[src/rtl/core/gvc_pkg.sv]
// ----------------------------------------------------------------------------
// gvc_pkg
// Shared types and constants of the greedy vertex coloring core.
// ----------------------------------------------------------------------------
package gvc_pkg;

    // Fixed field widths.
    localparam int VTX_W      = 6;   // vertex number on the ports
    localparam int COLOR_W    = 3;   // color code, 0 means uncolored
    localparam int CNT_W      = 7;   // vertex_count register
    localparam int LIMIT_W    = 3;   // color_limit register
    localparam int S_TDATA_W  = 16;  // source_vertex, target_vertex, zero fill
    localparam int M_TDATA_W  = 16;  // vertex, color, zero fill

    // Palette size that the hardware tracks; larger limits are clamped to it.
    localparam int NUM_COLORS = 6;

    // Depth of the command queue between the front and the back.
    localparam int QUEUE_DEPTH = 4;

    // Default size of the graph storage.
    localparam int MAX_VERTICES_DEF = 64;

    // Reset values of the configuration registers.
    localparam logic [CNT_W-1:0]   VERTEX_COUNT_RST = 7'd64;
    localparam logic [LIMIT_W-1:0] COLOR_LIMIT_RST  = 3'd6;

    // Configuration register indexes.
    localparam logic CFG_VERTEX_COUNT = 1'b0;
    localparam logic CFG_COLOR_LIMIT  = 1'b1;

    // Operation codes carried in s_tuser.
    localparam logic OP_ADD_EDGE = 1'b0;
    localparam logic OP_COLOR    = 1'b1;

    // One queued command: an edge to add or a color run.
    typedef struct packed {
        logic             is_color;
        logic [VTX_W-1:0] src;
        logic [VTX_W-1:0] dst;
    } gvc_cmd_t;

    // Back end sequencer states.
    typedef enum logic {
        GVC_RUN,
        GVC_COLOR
    } gvc_state_t;

endpackage

[src/rtl/core/gvc_front.sv]
// ----------------------------------------------------------------------------
// gvc_front
// Input side: accepts commands, drops edges outside the graph, feeds the queue.
// ----------------------------------------------------------------------------
module gvc_front (
    input  logic                        s_tvalid,
    output logic                        s_tready,
    input  logic [gvc_pkg::S_TDATA_W-1:0] s_tdata,
    input  logic                        s_tuser,
    input  logic [gvc_pkg::CNT_W-1:0]   vertex_count_eff,
    input  logic                        queue_full,
    output logic                        push_valid,
    output gvc_pkg::gvc_cmd_t           push_cmd
);

    logic [gvc_pkg::VTX_W-1:0] src;
    logic [gvc_pkg::VTX_W-1:0] dst;
    logic                      edge_ok;

    assign src = s_tdata[gvc_pkg::VTX_W-1:0];
    assign dst = s_tdata[2*gvc_pkg::VTX_W-1:gvc_pkg::VTX_W];

    // An edge is kept only if both ends are real vertices of the current graph.
    assign edge_ok = (src != '0) && ({1'b0, src} < vertex_count_eff)
                  && (dst != '0) && ({1'b0, dst} < vertex_count_eff);

    assign s_tready = !queue_full;

    assign push_valid = s_tvalid && s_tready && ((s_tuser == gvc_pkg::OP_COLOR) || edge_ok);

    always_comb begin
        push_cmd.is_color = (s_tuser == gvc_pkg::OP_COLOR);
        push_cmd.src      = src;
        push_cmd.dst      = dst;
    end

endmodule

[config.mk]
export PLATFORM = sky130hd
export DESIGN_NAME = gvc_front
export DESIGN_NICKNAME = d
export VERILOG_FILES = /design/src/rtl/core/gvc_pkg.sv /design/src/rtl/core/gvc_front.sv
export SDC_FILE = /design/constraint.sdc
export NUM_CORES = 1
export LEC_CHECK = 0
export BUFFER_PORTS_ARGS = -buffer_cell sky130_fd_sc_hd__buf_2
export CORE_AREA = 10 10 47 49
export DETAILED_ROUTE_END_ITERATION = 8
export DIE_AREA = 0 0 57 59
export GPL_ROUTABILITY_DRIVEN = 1
export PLACE_DENSITY = 0.79
export SYNTH_ARGS = -nofsm -noshare
export SYNTH_HDL_FRONTEND = slang
export SYNTH_SLANG_ARGS = --single-unit
[constraint.sdc]
create_clock -name vclk -period 2.2
set_input_delay 0.22 -clock vclk [all_inputs]
set_output_delay 0.22 -clock vclk [all_outputs]
set_load 0.01 [all_outputs]
==> flow_metrics.py <==
metrics = {
    "cts": {
        "post_cts_buffers": 0,
        "holdBufCountCts": 0,
        "ctsResizeCount": 0,
    },
    "placement": {
        "hpwl_um": 1140,
        "port_buffers": 37,
        "place.gp.congestion": 0.783,
    },
    "route": {
        "drtPass1Iterations": 2,
        "wl_per_cell_um": 12.6,
        "vias_per_cell": 4.66,
        "drtAntennaViolNets": 0,
        "drc_errors": 0,
        "drtIter0Drc": 3,
        "vias": 429,
        "wl_um": 1160,
    },
    "timing": {
        "grt_setup_unrepaired": "no",
        "maxSlewViolCount": 0,
        "finalHoldViolations": 0,
        "tns_ns": 0,
        "whs_ns": 0.657,
        "layout_min_cycle_time_ns": 1.83,
        "finalCritPeriodShare_pct": 83.4,
        "worst_pin_slew_ns": 0.289,
        "finalSetupViolCount": 0,
        "max_freq_ghz": 0.545,
        "max_slew_margin_pct": 80.4,
    },
    "logic_synthesis": {
        "ys_top_cells_by_count": "buf_4, ha_1, inv_1",
        "yosysTopAreaCell": "ha_1",
        "yosys_warnings": 0,
        "syn_area_um2": 403,
        "yosysSeqAreaShare_pct": 0,
        "yosysTopAreaCellShare_pct": 31.1,
        "synth_fp_nets": 88,
        "synth.avg_cell_area_um2": 7.75,
        "synth_cells": 52,
        "synth.area.top_cells": "ha_1, buf_4, inv_1, a211oi_2, a21o_1",
        "synth_cell_types": 19,
        "synth_most_common_cell": "buf_4",
    },
    "setup_path": {
        "critPathLaunchType": "input pin",
        "crit_path_max_fanout": 3,
        "crit_top_cell": "buf_2",
        "cp_slowest_cell": "ha_1",
        "worstPathArrival_ns": 1.61,
        "critPathMaxStageDelay_ns": 0.33,
        "crit_cells": 7,
        "cp_top_family": "compound AO/OA/AOI/OAI gates",
        "crit_buf_inv": 2,
        "cp.required_ns": 1.98,
        "end_kind": "output pin",
        "path_class": "input pin to output pin",
        "crit_chain": "buf_2 > ha_1 > a211oi_2 > a21o_1 > o311ai_1 > a221oi_1 > buf_2",
    },
    "floorplanning": {
        "dieArea_um2": 3360,
        "row_count": 14,
        "die_w_um": 57,
        "ios": 41,
        "core_area_um2": 1400,
        "floorplan.initialDensity_pct": 28.7,
        "die_h_um": 59,
    },
    "layout": {
        "multi_input_area_um2": 279,
        "antenna_cells": 0,
        "drive_gt1_share_pct": 52.6,
        "n_fill_cell": 176,
        "final-seq-area_um2": 0,
        "area_growth_pct": 26.7,
        "clock_buffers": 0,
        "seq_cells": 0,
        "nets": 114,
    },
    "global_route": {
        "grt_pass1_wl_um": 1990,
        "antenna_found_initial": 0,
        "grt_pass1_vias": 490,
        "grt_usage_pct": 6.69,
        "grt-ovfl-total": 0,
        "grt_max_degree": 4,
    },
    "power": {
        "ir_drop_mv": 0.0599,
        "power.density_nw_per_um2": 187,
        "total_leakage_power_nw": 0.313,
    },
    "flow_run": {
        "cap_violations": 0,
    },
    "run_status": {
        "status": "finished clean",
    },
    "min_path": {
        "hold_depth": 2,
        "hold_class": "input pin to output pin",
    },
}
[path summary, 6_finish.rpt]
| kind | startpoint | slack (ns) | end |
|---|---|---|---|
| setup / recovery | s_tdata[11] | 0.37 | push_valid |
| hold / removal | s_tdata[0] | 0.66 | push_cmd[6] |
[layer usage]
layer | vias to the layer above | routed length (µm) | track usage, %
met4 | 0 | 0 | 0
met5 | - | 0 | 0
met3 | 0 | 93 | 1.72
met1 | 191 | 439 | 6.63
met2 | 18 | 628 | 14.1
li1 | 220 | - | -
[layout by cell type (no fill, tap or decap), drive strengths merged]
cell | Yosys | layout
a221oi | 1 | 1
a22oi | 1 | 1
a21o | 2 | 2
buf | 13 | 37
ha | 10 | 10
a31oi | 1 | 1
o21ai | 1 | 1
nor4 | 2 | 2
nor3b | 1 | 1
nand4b | 1 | 1
o311ai | 1 | 1
inv | 7 | 7
nor2 | 3 | 3
nand2b | 2 | 2
a21oi | 1 | 1
nand2 | 2 | 2
nand3 | 1 | 1
a211oi | 2 | 2
[through the flow]
step	cells	instance area, µm²	setup WS [ns]	utilization (%)	total power [W]
3_3_place_gp	92	510	0.408	36.4	0.0000937
2_1_floorplan	52	403	0.572	-	0.0000652
6_report	92	510	0.366	36.4	0.0000954
4_1_cts	92	510	0.367	36.4	0.0000980
3_5_place_dp	92	510	0.371	36.4	0.0000979
5_1_grt	92	510	0.276	36.4	0.000109
[cell type report]
| type | count | share of cell area (%) |
|---|---|---|
| inverters | 7 | 5.15 |
| multi-input cells | 32 | 54.7 |
| well taps | 16 | 3.92 |
| repair buffers | 37 | 36.3 |
[logic make-up after synthesis]
logic type / after synthesis / share of synthesized area, %
simple gates: 12 / 18.0
buf+inv: 20 / 30.7
fa+ha+maj: 10 / 31.1
compound gates: 10 / 20.2
[power by group]
group | leakage, nW | internal, W | switching, W | total [W]
clock | 0 | 0 | 0 | 0
sequential | 0 | 0 | 0 | 0
combinational | 0.313 | 0.0000474 | 0.0000480 | 0.0000954
(Power assumes the default switching activity.)
