**config.mk**
```make
export PLATFORM = sky130hd
export DESIGN_NAME = gvc_queue
export DESIGN_NICKNAME = d
export VERILOG_FILES = /design/src/rtl/core/gvc_pkg.sv /design/src/rtl/core/gvc_queue.sv
export SDC_FILE = /design/constraint.sdc
export NUM_CORES = 1
export LEC_CHECK = 0
export ABC_CLOCK_PERIOD_IN_PS = 4200
export BUFFER_PORTS_ARGS = -buffer_cell sky130_fd_sc_hd__buf_2
export CAP_MARGIN = 20
export CORE_MARGIN = 2
export CORE_UTILIZATION = 60
export CTS_CLUSTER_SIZE = 20
export DETAILED_ROUTE_END_ITERATION = 8
export PLACE_DENSITY = 0.83
export SYNTH_ARGS = -nofsm -noshare
export SYNTH_HDL_FRONTEND = slang
export SYNTH_SLANG_ARGS = --single-unit
```
**constraint.sdc**
```tcl
create_clock -name aclk -period 4.2 [get_ports aclk]
set_input_delay 0 -clock aclk [delete_from_list [all_inputs] [get_ports aclk]]
set_output_delay 0 -clock aclk [all_outputs]
set_load 0.01 [all_outputs]
```
**src/rtl/core/gvc_pkg.sv**
```systemverilog
// ----------------------------------------------------------------------------
// gvc_pkg
// Shared types and constants of the greedy vertex coloring core.
// ----------------------------------------------------------------------------
package gvc_pkg;

    // Fixed field widths.
    localparam int VTX_W      = 6;   // vertex number on the ports
    localparam int COLOR_W    = 3;   // color code, 0 means uncolored
    localparam int CNT_W      = 7;   // vertex_count register
    localparam int LIMIT_W    = 3;   // color_limit register
    localparam int S_TDATA_W  = 16;  // source_vertex, target_vertex, zero fill
    localparam int M_TDATA_W  = 16;  // vertex, color, zero fill

    // Palette size that the hardware tracks; larger limits are clamped to it.
    localparam int NUM_COLORS = 6;

    // Depth of the command queue between the front and the back.
    localparam int QUEUE_DEPTH = 4;

    // Default size of the graph storage.
    localparam int MAX_VERTICES_DEF = 64;

    // Reset values of the configuration registers.
    localparam logic [CNT_W-1:0]   VERTEX_COUNT_RST = 7'd64;
    localparam logic [LIMIT_W-1:0] COLOR_LIMIT_RST  = 3'd6;

    // Configuration register indexes.
    localparam logic CFG_VERTEX_COUNT = 1'b0;
    localparam logic CFG_COLOR_LIMIT  = 1'b1;

    // Operation codes carried in s_tuser.
    localparam logic OP_ADD_EDGE = 1'b0;
    localparam logic OP_COLOR    = 1'b1;

    // One queued command: an edge to add or a color run.
    typedef struct packed {
        logic             is_color;
        logic [VTX_W-1:0] src;
        logic [VTX_W-1:0] dst;
    } gvc_cmd_t;

    // Back end sequencer states.
    typedef enum logic {
        GVC_RUN,
        GVC_COLOR
    } gvc_state_t;

endpackage

```
**src/rtl/core/gvc_queue.sv**
```systemverilog
// ----------------------------------------------------------------------------
// gvc_queue
// Short command FIFO between the front and the back.
// ----------------------------------------------------------------------------
module gvc_queue (
    input  logic              aclk,
    input  logic              aresetn,
    input  logic              push_valid,
    input  gvc_pkg::gvc_cmd_t push_cmd,
    output logic              full,
    input  logic              pop,
    output logic              head_valid,
    output gvc_pkg::gvc_cmd_t head_cmd
);

    localparam int PTR_W = $clog2(gvc_pkg::QUEUE_DEPTH);
    localparam int CNT_W = $clog2(gvc_pkg::QUEUE_DEPTH + 1);

    gvc_pkg::gvc_cmd_t entry_reg [gvc_pkg::QUEUE_DEPTH];
    logic [PTR_W-1:0]  wr_ptr_reg, wr_ptr_next;
    logic [PTR_W-1:0]  rd_ptr_reg, rd_ptr_next;
    logic [CNT_W-1:0]  fill_reg, fill_next;
    logic              do_pop;

    assign full       = (fill_reg == CNT_W'(gvc_pkg::QUEUE_DEPTH));
    assign head_valid = (fill_reg != '0);
    assign head_cmd   = entry_reg[rd_ptr_reg];
    assign do_pop     = pop && head_valid;

    always_comb begin
        wr_ptr_next = wr_ptr_reg;
        rd_ptr_next = rd_ptr_reg;
        fill_next   = fill_reg;
        if (push_valid) begin
            wr_ptr_next = (wr_ptr_reg == PTR_W'(gvc_pkg::QUEUE_DEPTH - 1)) ? '0
                        : wr_ptr_reg + PTR_W'(1);
        end
        if (do_pop) begin
            rd_ptr_next = (rd_ptr_reg == PTR_W'(gvc_pkg::QUEUE_DEPTH - 1)) ? '0
                        : rd_ptr_reg + PTR_W'(1);
        end
        if (push_valid && !do_pop) begin
            fill_next = fill_reg + CNT_W'(1);
        end else if (!push_valid && do_pop) begin
            fill_next = fill_reg - CNT_W'(1);
        end
    end

    always_ff @(posedge aclk) begin
        if (!aresetn) begin
            wr_ptr_reg <= '0;
            rd_ptr_reg <= '0;
            fill_reg   <= '0;
        end else begin
            wr_ptr_reg <= wr_ptr_next;
            rd_ptr_reg <= rd_ptr_next;
            fill_reg   <= fill_next;
        end
    end

    always_ff @(posedge aclk) begin
        if (push_valid) begin
            entry_reg[wr_ptr_reg] <= push_cmd;
        end
    end

endmodule

```
==> implementation parameters, run 1 <==
Parameter                              Value

STA
  Setup TNS    0 ns
  Max Freq    454 MHz
  Total count of max-transition violations in the final report    0
  Normalized max-slew margin    0.420
  Fin crit share    0.525
  Number of hold violations in the final report    0
  Final number of setup-violating endpoints    0
  Pin slew with the least headroom to its limit    0.869 ns
  Unrepaired setup endpoints after global routing    false
  Post-route clock skew    0.00322 ns
  Fin crit period    2.20 ns
  Final Worst Setup Slack    2.00 ns

Setup path
  Bufs and invs on worst path    1
  Arr. time, crit path    2.46 ns
  Kind of cell adding the most delay to the critical path    adder cells
  Cell at the slowest stage of the critical path    sky130_fd_sc_hd__o31ai_2
  Type of destination of the critical path    register
  Critical-path maximum fanout    5
  Required time of the worst setup path    4.46 ns
  Largest stage delay on the critical path    0.40 ns
  CP Class    reg -> reg
  Critical path launch point type    register
  Cells traversed along the worst timing path    o31ai_2, ha_1, inv_1, fa_1, xor2_1, or3_1, a21boi_0

Floorplan
  Floorplan row count    22
  Initial Util    0.631
  Core Area    3720 sq um
  Die Y-Extent    66.5 um
  Full die area    4430 sq um
  Top Ports    32
  Die Wd    66.5 um

Yosys
  Net count of the mapped netlist    137
  Number of cells produced by synthesis    113
  Warnings from Yosys    0
  Mean cell area of the mapped netlist    20.8 sq um
  Count of cell types in the netlist    22
  Register bit count reported by yosys    61
  Part of the Yosys area used for sequential elements    0.742
  Area of the mapped netlist    2350 sq um

Routing
  Detailed-router iteration count before antenna repair    4
  Final routed DRC violation total    0
  Drt first-iter violations    98
  Antenna-violating nets left    0
  DRT Wirelength    3.80 mm
  DR vias/cell    5.59
  Wire length per cell    17.3 um
  Via Count    1230

Pwr
  Leakage power figure    1.05 nW
  Power per unit of standard cell area    549 nW/um^2
  Overall Power    1.59 mW
  Worst-case vdd ir drop    508 uV

Clock tree
  Cell chosen for the clock root    sky130_fd_sc_hd__clkbuf_8
  Total clock buffers created by CTS    9
  TritonCTS clock tree    yes
  Clock transition time at the flip-flop clock pins of the worst setup and hold paths    0.06 ns
  Clock buffer depth    2
  Clock H-tree levels    3
  CTS sink count    61
  Skew-Pair Late Insertion Delay    0.34 ns
  Count of instances resized after the clock tree is built    0

GRT
  Largest net degree at the start of global routing    14
  First-pass GRT wire length    6.07 mm
  Initial antenna violation count    0
  Via count of the first global-routing pass    1283
  GRT Util Overall    0.205
  Total grt overflow    0

Cells and area
  Share of final-layout standard cells stronger than drive strength 1    0.331
  Diodes inserted    0
  Fillers    203
  Post-layout nets    191
  Post-Layout Inst Area    2900 sq um
  Area growth, synth to finish    23.5%
  Largest register FFs    52

Status
  Status    finished, final reports clean

Run
  Number of maximum-capacitance violations    0

Place
  Port Buf Inserts    31
  Area after DPL    2540 sq um
  GPL Wtd Cong    0.659
  Final HPWL from detailed placement    2.39 mm
  Placement Setup Slack    2.01 ns

Hold path
  Min-Delay Path Class    in -> reg
==> timing repair <==
| item | 4_1_cts | 5_1_grt |
|---|---|---|
| buffers inserted | 0 | 0 |
| endpoints found under the setup margin | 0 | 0 |
| endpoints found under the hold margin | 57 | 0 |
| hold buffers | 14 | 0 |
==> Yosys cell counts (all sizes together) <==
master   n  area [sq um]
nand2    2          7.51
inv      3          11.3
o21ai    3          15.0
xnor2    1          8.76
nor3b    1          7.51
nand3    2          10.0
o31ai    1          12.5
buf      2          16.3
mux2i    3          30.0
ha       6          75.1
edfxtp  52          1560
nor2     2          7.51
dfxtp    9           180
or3      2          12.5
mux4    13           304
fa       1          20.0
xor2     1          8.76
nor2b    3          18.8
a21boi   1          7.51
and2     5          31.3
==> path summary, 6_finish.rpt <==
check                           cells after the start  slack, ns                  startpoint                         end
worst min register to register                      2       0.55  rd_ptr_reg[1]$_SDFFE_PN0P_  rd_ptr_reg[1]$_SDFFE_PN0P_
worst max-delay path                                7       2.00    fill_reg[0]$_SDFFE_PN0P_    fill_reg[2]$_SDFFE_PN0P_
worst min-delay path                                3       0.04                         pop  rd_ptr_reg[1]$_SDFFE_PN0P_
worst max register to register                      7       2.00    fill_reg[0]$_SDFFE_PN0P_    fill_reg[2]$_SDFFE_PN0P_
==> area by class of cell <==
type,count,area (sq um),share of cell area
sequential,61,1740,0.601
multi-input combinational,47,577,0.199
timing repair buffer,45,295,0.102
clock buffer,13,169,0.0583
tap,48,60.1,0.0207
clock inverter,3,42.5,0.0147
inverter,3,11.3,0.00389
==> per-layer routing <==
metal | up-vias | share of wire | track usage | wire (um)
met5 | - | 0 | 0 | 0
met3 | 14 | 0.065 | 0.0811 | 246
li1 | 562 | - | - | -
met4 | 0 | 0.027 | 0.110 | 103
met1 | 614 | 0.40 | 0.242 | 1530
met2 | 40 | 0.51 | 0.324 | 1920
==> worst register-to-register path, delay by kind of cell (launching register included) <==
kind | cells | cell delay (ns)
adder cells (fa/ha/maj) | 2 | 0.64
AO/OA/AOI/OAI | 2 | 0.58
flip-flops | 1 | 0.37
AND/OR/NAND/NOR | 1 | 0.30
XOR/XNOR | 1 | 0.17
buffers and inverters | 1 | 0.07
==> cell usage in the layout (no fill, tap or decap) <==
cell type	count
sky130_fd_sc_hd__xnor2_1	1
sky130_fd_sc_hd__nor3b_1	1
sky130_fd_sc_hd__nor2b_1	3
sky130_fd_sc_hd__clkbuf_1	1
sky130_fd_sc_hd__and2_1	5
sky130_fd_sc_hd__mux2i_1	3
sky130_fd_sc_hd__clkinvlp_4	1
sky130_fd_sc_hd__buf_2	31
sky130_fd_sc_hd__xor2_1	1
sky130_fd_sc_hd__nand2_1	2
sky130_fd_sc_hd__edfxtp_1	52
sky130_fd_sc_hd__nand3_1	2
sky130_fd_sc_hd__clkinv_2	1
sky130_fd_sc_hd__clkbuf_8	12
sky130_fd_sc_hd__a21boi_0	1
sky130_fd_sc_hd__bufinv_16	1
sky130_fd_sc_hd__or3_1	2
sky130_fd_sc_hd__nor2_1	2
sky130_fd_sc_hd__ha_1	6
sky130_fd_sc_hd__dlygate4sd3_1	14
sky130_fd_sc_hd__mux4_2	10
sky130_fd_sc_hd__inv_1	3
sky130_fd_sc_hd__dfxtp_1	9
sky130_fd_sc_hd__fa_1	1
sky130_fd_sc_hd__o31ai_2	1
sky130_fd_sc_hd__o21ai_0	3
sky130_fd_sc_hd__mux4_1	3
==> cells by family (layout without fill, tap and decap cells) <==
kind of cell               Yosys count  after routing  synth area share
DFF                                 61             61             0.742
and+or+nand+nor                     17             17            0.0405
muxes                               16             16             0.142
adders and majority gates            7              7            0.0405
AOI/OAI and AO/OA                    5              5            0.0149
buffers and inverters                5             64            0.0117
xor gates and xnor gates             2              2           0.00747
==> power breakdown <==
part           internal (mW)  switching (mW)
Combinational          0.168           0.120
Sequential             0.705          0.0662
Clock                  0.321           0.210
==> through the flow <==
stage,utilization,instances,hold slack [ns]
5_1_grt,0.779,220,0.0429
6_report,0.779,220,0.0393
3_3_place_gp,0.685,190,0.209
4_1_cts,0.779,220,0.0247
3_5_place_dp,0.685,190,0.218
2_1_floorplan,-,113,0.0989
Power figures use the tool's default switching activity.
==> run 2: changes to the inputs <==
--- a/config.mk
+++ b/config.mk
@@ -5,14 +5,15 @@
 export SDC_FILE = /design/constraint.sdc
 export NUM_CORES = 1
 export LEC_CHECK = 0
-export ABC_CLOCK_PERIOD_IN_PS = 4200
+export ABC_AREA = 1
+export ABC_CLOCK_PERIOD_IN_PS = 2100
 export BUFFER_PORTS_ARGS = -buffer_cell sky130_fd_sc_hd__buf_2
 export CAP_MARGIN = 20
 export CORE_MARGIN = 2
-export CORE_UTILIZATION = 60
+export CORE_UTILIZATION = 56
 export CTS_CLUSTER_SIZE = 20
 export DETAILED_ROUTE_END_ITERATION = 8
-export PLACE_DENSITY = 0.83
+export PLACE_DENSITY = 0.78
 export SYNTH_ARGS = -nofsm -noshare
 export SYNTH_HDL_FRONTEND = slang
 export SYNTH_SLANG_ARGS = --single-unit
==> constraint.sdc (replaced) <==
create_clock -name aclk -period 2.1 [get_ports aclk]
set_input_delay 0 -clock aclk [delete_from_list [all_inputs] [get_ports aclk]]
set_output_delay 0 -clock aclk [all_outputs]
set_load 0.01 [all_outputs]
==> run 2 against run 1 <==
  * Cell area up 2.2%
  * Clock power up 100%
  * Core utilization down 9.0 points
  * Global-route usage down 0.79 points
==> implementation parameters, run 2 <==
Parameter                              Value

Yosys
  Area of the mapped netlist    2460 sq um
  Count of cell types in the netlist    26
  Share of Yosys cell area claimed by the top area cell type    0.635
  Warnings from Yosys    0
  Register bit count reported by yosys    61
  Part of the Yosys area used for sequential elements    0.709
  Most instantiated cells after synthesis    52 x sky130_fd_sc_hd__edfxtp_1, 33 x sky130_fd_sc_hd__nor2_1, 21 x sky130_fd_sc_hd__o21ai_0
  Number of cells produced by synthesis    190
  Biggest area contributors in the synthesized netlist    sky130_fd_sc_hd__edfxtp_1 64%, sky130_fd_sc_hd__dfxtp_1 7.3%, sky130_fd_sc_hd__nor2_1 5.0%
  Post-synth top flop    sky130_fd_sc_hd__edfxtp_1
  Net count of the mapped netlist    214
  Async set-or-reset flop fraction in the synthesized netlist    0
  Number of synthesized flops with an enable pin    52
  Most frequent cell after synthesis    sky130_fd_sc_hd__edfxtp_1
  Post-synthesis cell type with the largest combined area    sky130_fd_sc_hd__edfxtp_1
  Mean cell area of the mapped netlist    12.9 sq um

Routing
  DRT Wirelength    4.36 mm
  Via Count    1566
  Antenna-violating nets left    0
  Final routed DRC violation total    0
  Drt first-iter violations    182
  DR vias/cell    5.27
  Detailed-router iteration count before antenna repair    4
  Wire length per cell    14.7 um

STA
  Setup TNS    0 ns
  Pin slew with the least headroom to its limit    0.580 ns
  Number of hold violations in the final report    0
  Worst hold margin    0.0346 ns
  Total count of max-transition violations in the final report    0
  Fin crit period    1.75 ns
  Fin crit share    0.831
  Normalized max-slew margin    0.613
  Post-route clock skew    0.00575 ns
  Final number of setup-violating endpoints    0
  Final Worst Setup Slack    0.355 ns
  Unrepaired setup endpoints after global routing    false
  Max Freq    573 MHz

Clock tree
  CTS sink count    61
  Number of buffers inserted by post-CTS setup repair    0
  Clock transition time at the flip-flop clock pins of the worst setup and hold paths    0.06 ns
  TritonCTS clock tree    yes
  Clock buffer depth    2
  Clock H-tree levels    3
  Total clock buffers created by CTS    9
  Skew-Pair Late Insertion Delay    0.33 ns
  Cell chosen for the clock root    sky130_fd_sc_hd__clkbuf_8
  CTS hold repair buffers    15
  Count of instances resized after the clock tree is built    0

Run
  Number of maximum-capacitance violations    0

Cells and area
  Commonest cells after routing, fill and taps aside    52 x sky130_fd_sc_hd__edfxtp_1, 33 x sky130_fd_sc_hd__nor2_1, 31 x sky130_fd_sc_hd__buf_2
  Area growth, synth to finish    20.4%
  Share of final-layout standard cells stronger than drive strength 1    0.220
  Diodes inserted    0
  Final std cells w/o fill    297
  Largest register FFs    52
  Post-layout nets    265
  Post-Layout Inst Area    2960 sq um
  Most common library cell in the layout ignoring fill and taps    sky130_fd_sc_hd__edfxtp_1
  Utilization after layout    0.689

GRT
  Largest net degree at the start of global routing    28
  Total grt overflow    0
  Initial antenna violation count    0
  GRT Util Overall    0.197
  First-pass GRT wire length    7.17 mm
  Via count of the first global-routing pass    1610

Hold path
  Min-Delay Path Class    in -> reg
  Instance count along the most critical hold path    3

Pwr
  Overall Power    3.48 mW
  Leakage power figure    1.16 nW
  Power per unit of standard cell area    1180 nW/um^2
  Worst-case vdd ir drop    827 uV

Status
  Status    finished, final reports clean

Setup path
  Type of destination of the critical path    register
  R2R cell count    12
  Arr. time, crit path    1.97 ns
  Register-to-register setup slack    0.35 ns
  Critical path launch point type    register
  Critical-path maximum fanout    4
  Required time of the worst setup path    2.33 ns
  CP Class    reg -> reg

Floorplan
  Floorplan row count    24
  Top Ports    32
  Die Y-Extent    70.2 um
  Full die area    4930 sq um
  Initial Util    0.572
  Die Wd    70.2 um
  Core Area    4290 sq um

Place
  GPL Wtd Cong    0.732
  Placement Setup Slack    0.373 ns
  Area after DPL    2610 sq um
  Final HPWL from detailed placement    2.54 mm
  Placed insts    267
  Port Buf Inserts    31
==> run 2: changes by cell type in the layout (fill, tap and decap cells not counted), sizes merged, moves of 3 or more <==
cell,before,now
o22ai,0,13
nor2b,3,0
nand2,2,13
mux4,13,0
nor2,2,36
o21ai,3,28
inv,3,16
clkinv,1,4
mux2i,3,0
clkbuf,13,9
and2,5,0
a21oi,0,3
==> run 2: cells by family (layout without fill, tap and decap cells) <==
| group | count (synthesis) | after routing | share of synthesized area |
|---|---|---|---|
| compound gates | 44 | 44 | 0.0978 |
| simple gates | 54 | 54 | 0.0917 |
| flops | 61 | 61 | 0.709 |
| fa+ha+maj | 7 | 7 | 0.0387 |
| xor+xnor | 1 | 1 | 0.00356 |
| buf+inv | 23 | 78 | 0.0596 |
==> run 2: where the power goes <==
group          internal [mW]  total, mW  switching (mW)
combinational          0.351      0.913           0.562
sequential              1.42       1.50          0.0792
clock                  0.650       1.07           0.418
==> run 2: layout make-up <==
type	instances	area [sq um]
Clock buffer	9	124
Clock inverter	6	78.8
Fill cell	312	1340
Inverter	16	67.6
Multi-Input combinational cell	106	569
Sequential cell	61	1740
Tap cell	52	65.1
Timing Repair Buffer	47	313
==> run 2: path summary, 6_finish.rpt <==
check                                 from                          to
setup reg to reg  fill_reg[1]$_SDFFE_PN0P_    fill_reg[2]$_SDFFE_PN0P_
hold reg to reg   fill_reg[2]$_SDFFE_PN0P_    fill_reg[2]$_SDFFE_PN0P_
setup / recovery  fill_reg[1]$_SDFFE_PN0P_    fill_reg[2]$_SDFFE_PN0P_
hold / removal                  push_valid  wr_ptr_reg[1]$_SDFFE_PN0P_
==> run 2: critical path, cell delays in order (launching register included) <==
cell and delay [ns]:
sky130_fd_sc_hd__dfxtp_1 0.35, sky130_fd_sc_hd__nor2_1 0.14, sky130_fd_sc_hd__nand2_2 0.09, sky130_fd_sc_hd__nand2_2 0.08, sky130_fd_sc_hd__ha_1 0.16, sky130_fd_sc_hd__inv_1 0.07, sky130_fd_sc_hd__fa_1 0.37, sky130_fd_sc_hd__inv_1 0.07
sky130_fd_sc_hd__nand2_1 0.07, sky130_fd_sc_hd__nand3_1 0.10, sky130_fd_sc_hd__nand2_1 0.06, sky130_fd_sc_hd__inv_1 0.05, sky130_fd_sc_hd__nor2_1 0.03
==> run 2: metal layers <==
| layer | track usage | up-vias | share of wire | wire (um) |
|---|---|---|---|---|
| li1 | - | 776 | - | - |
| met1 | 0.231 | 746 | 0.42 | 1820 |
| met2 | 0.332 | 40 | 0.53 | 2310 |
| met3 | 0.0736 | 4 | 0.046 | 202 |
| met4 | 0.0705 | 0 | 0.0062 | 27 |
| met5 | 0 | - | 0 | 0 |
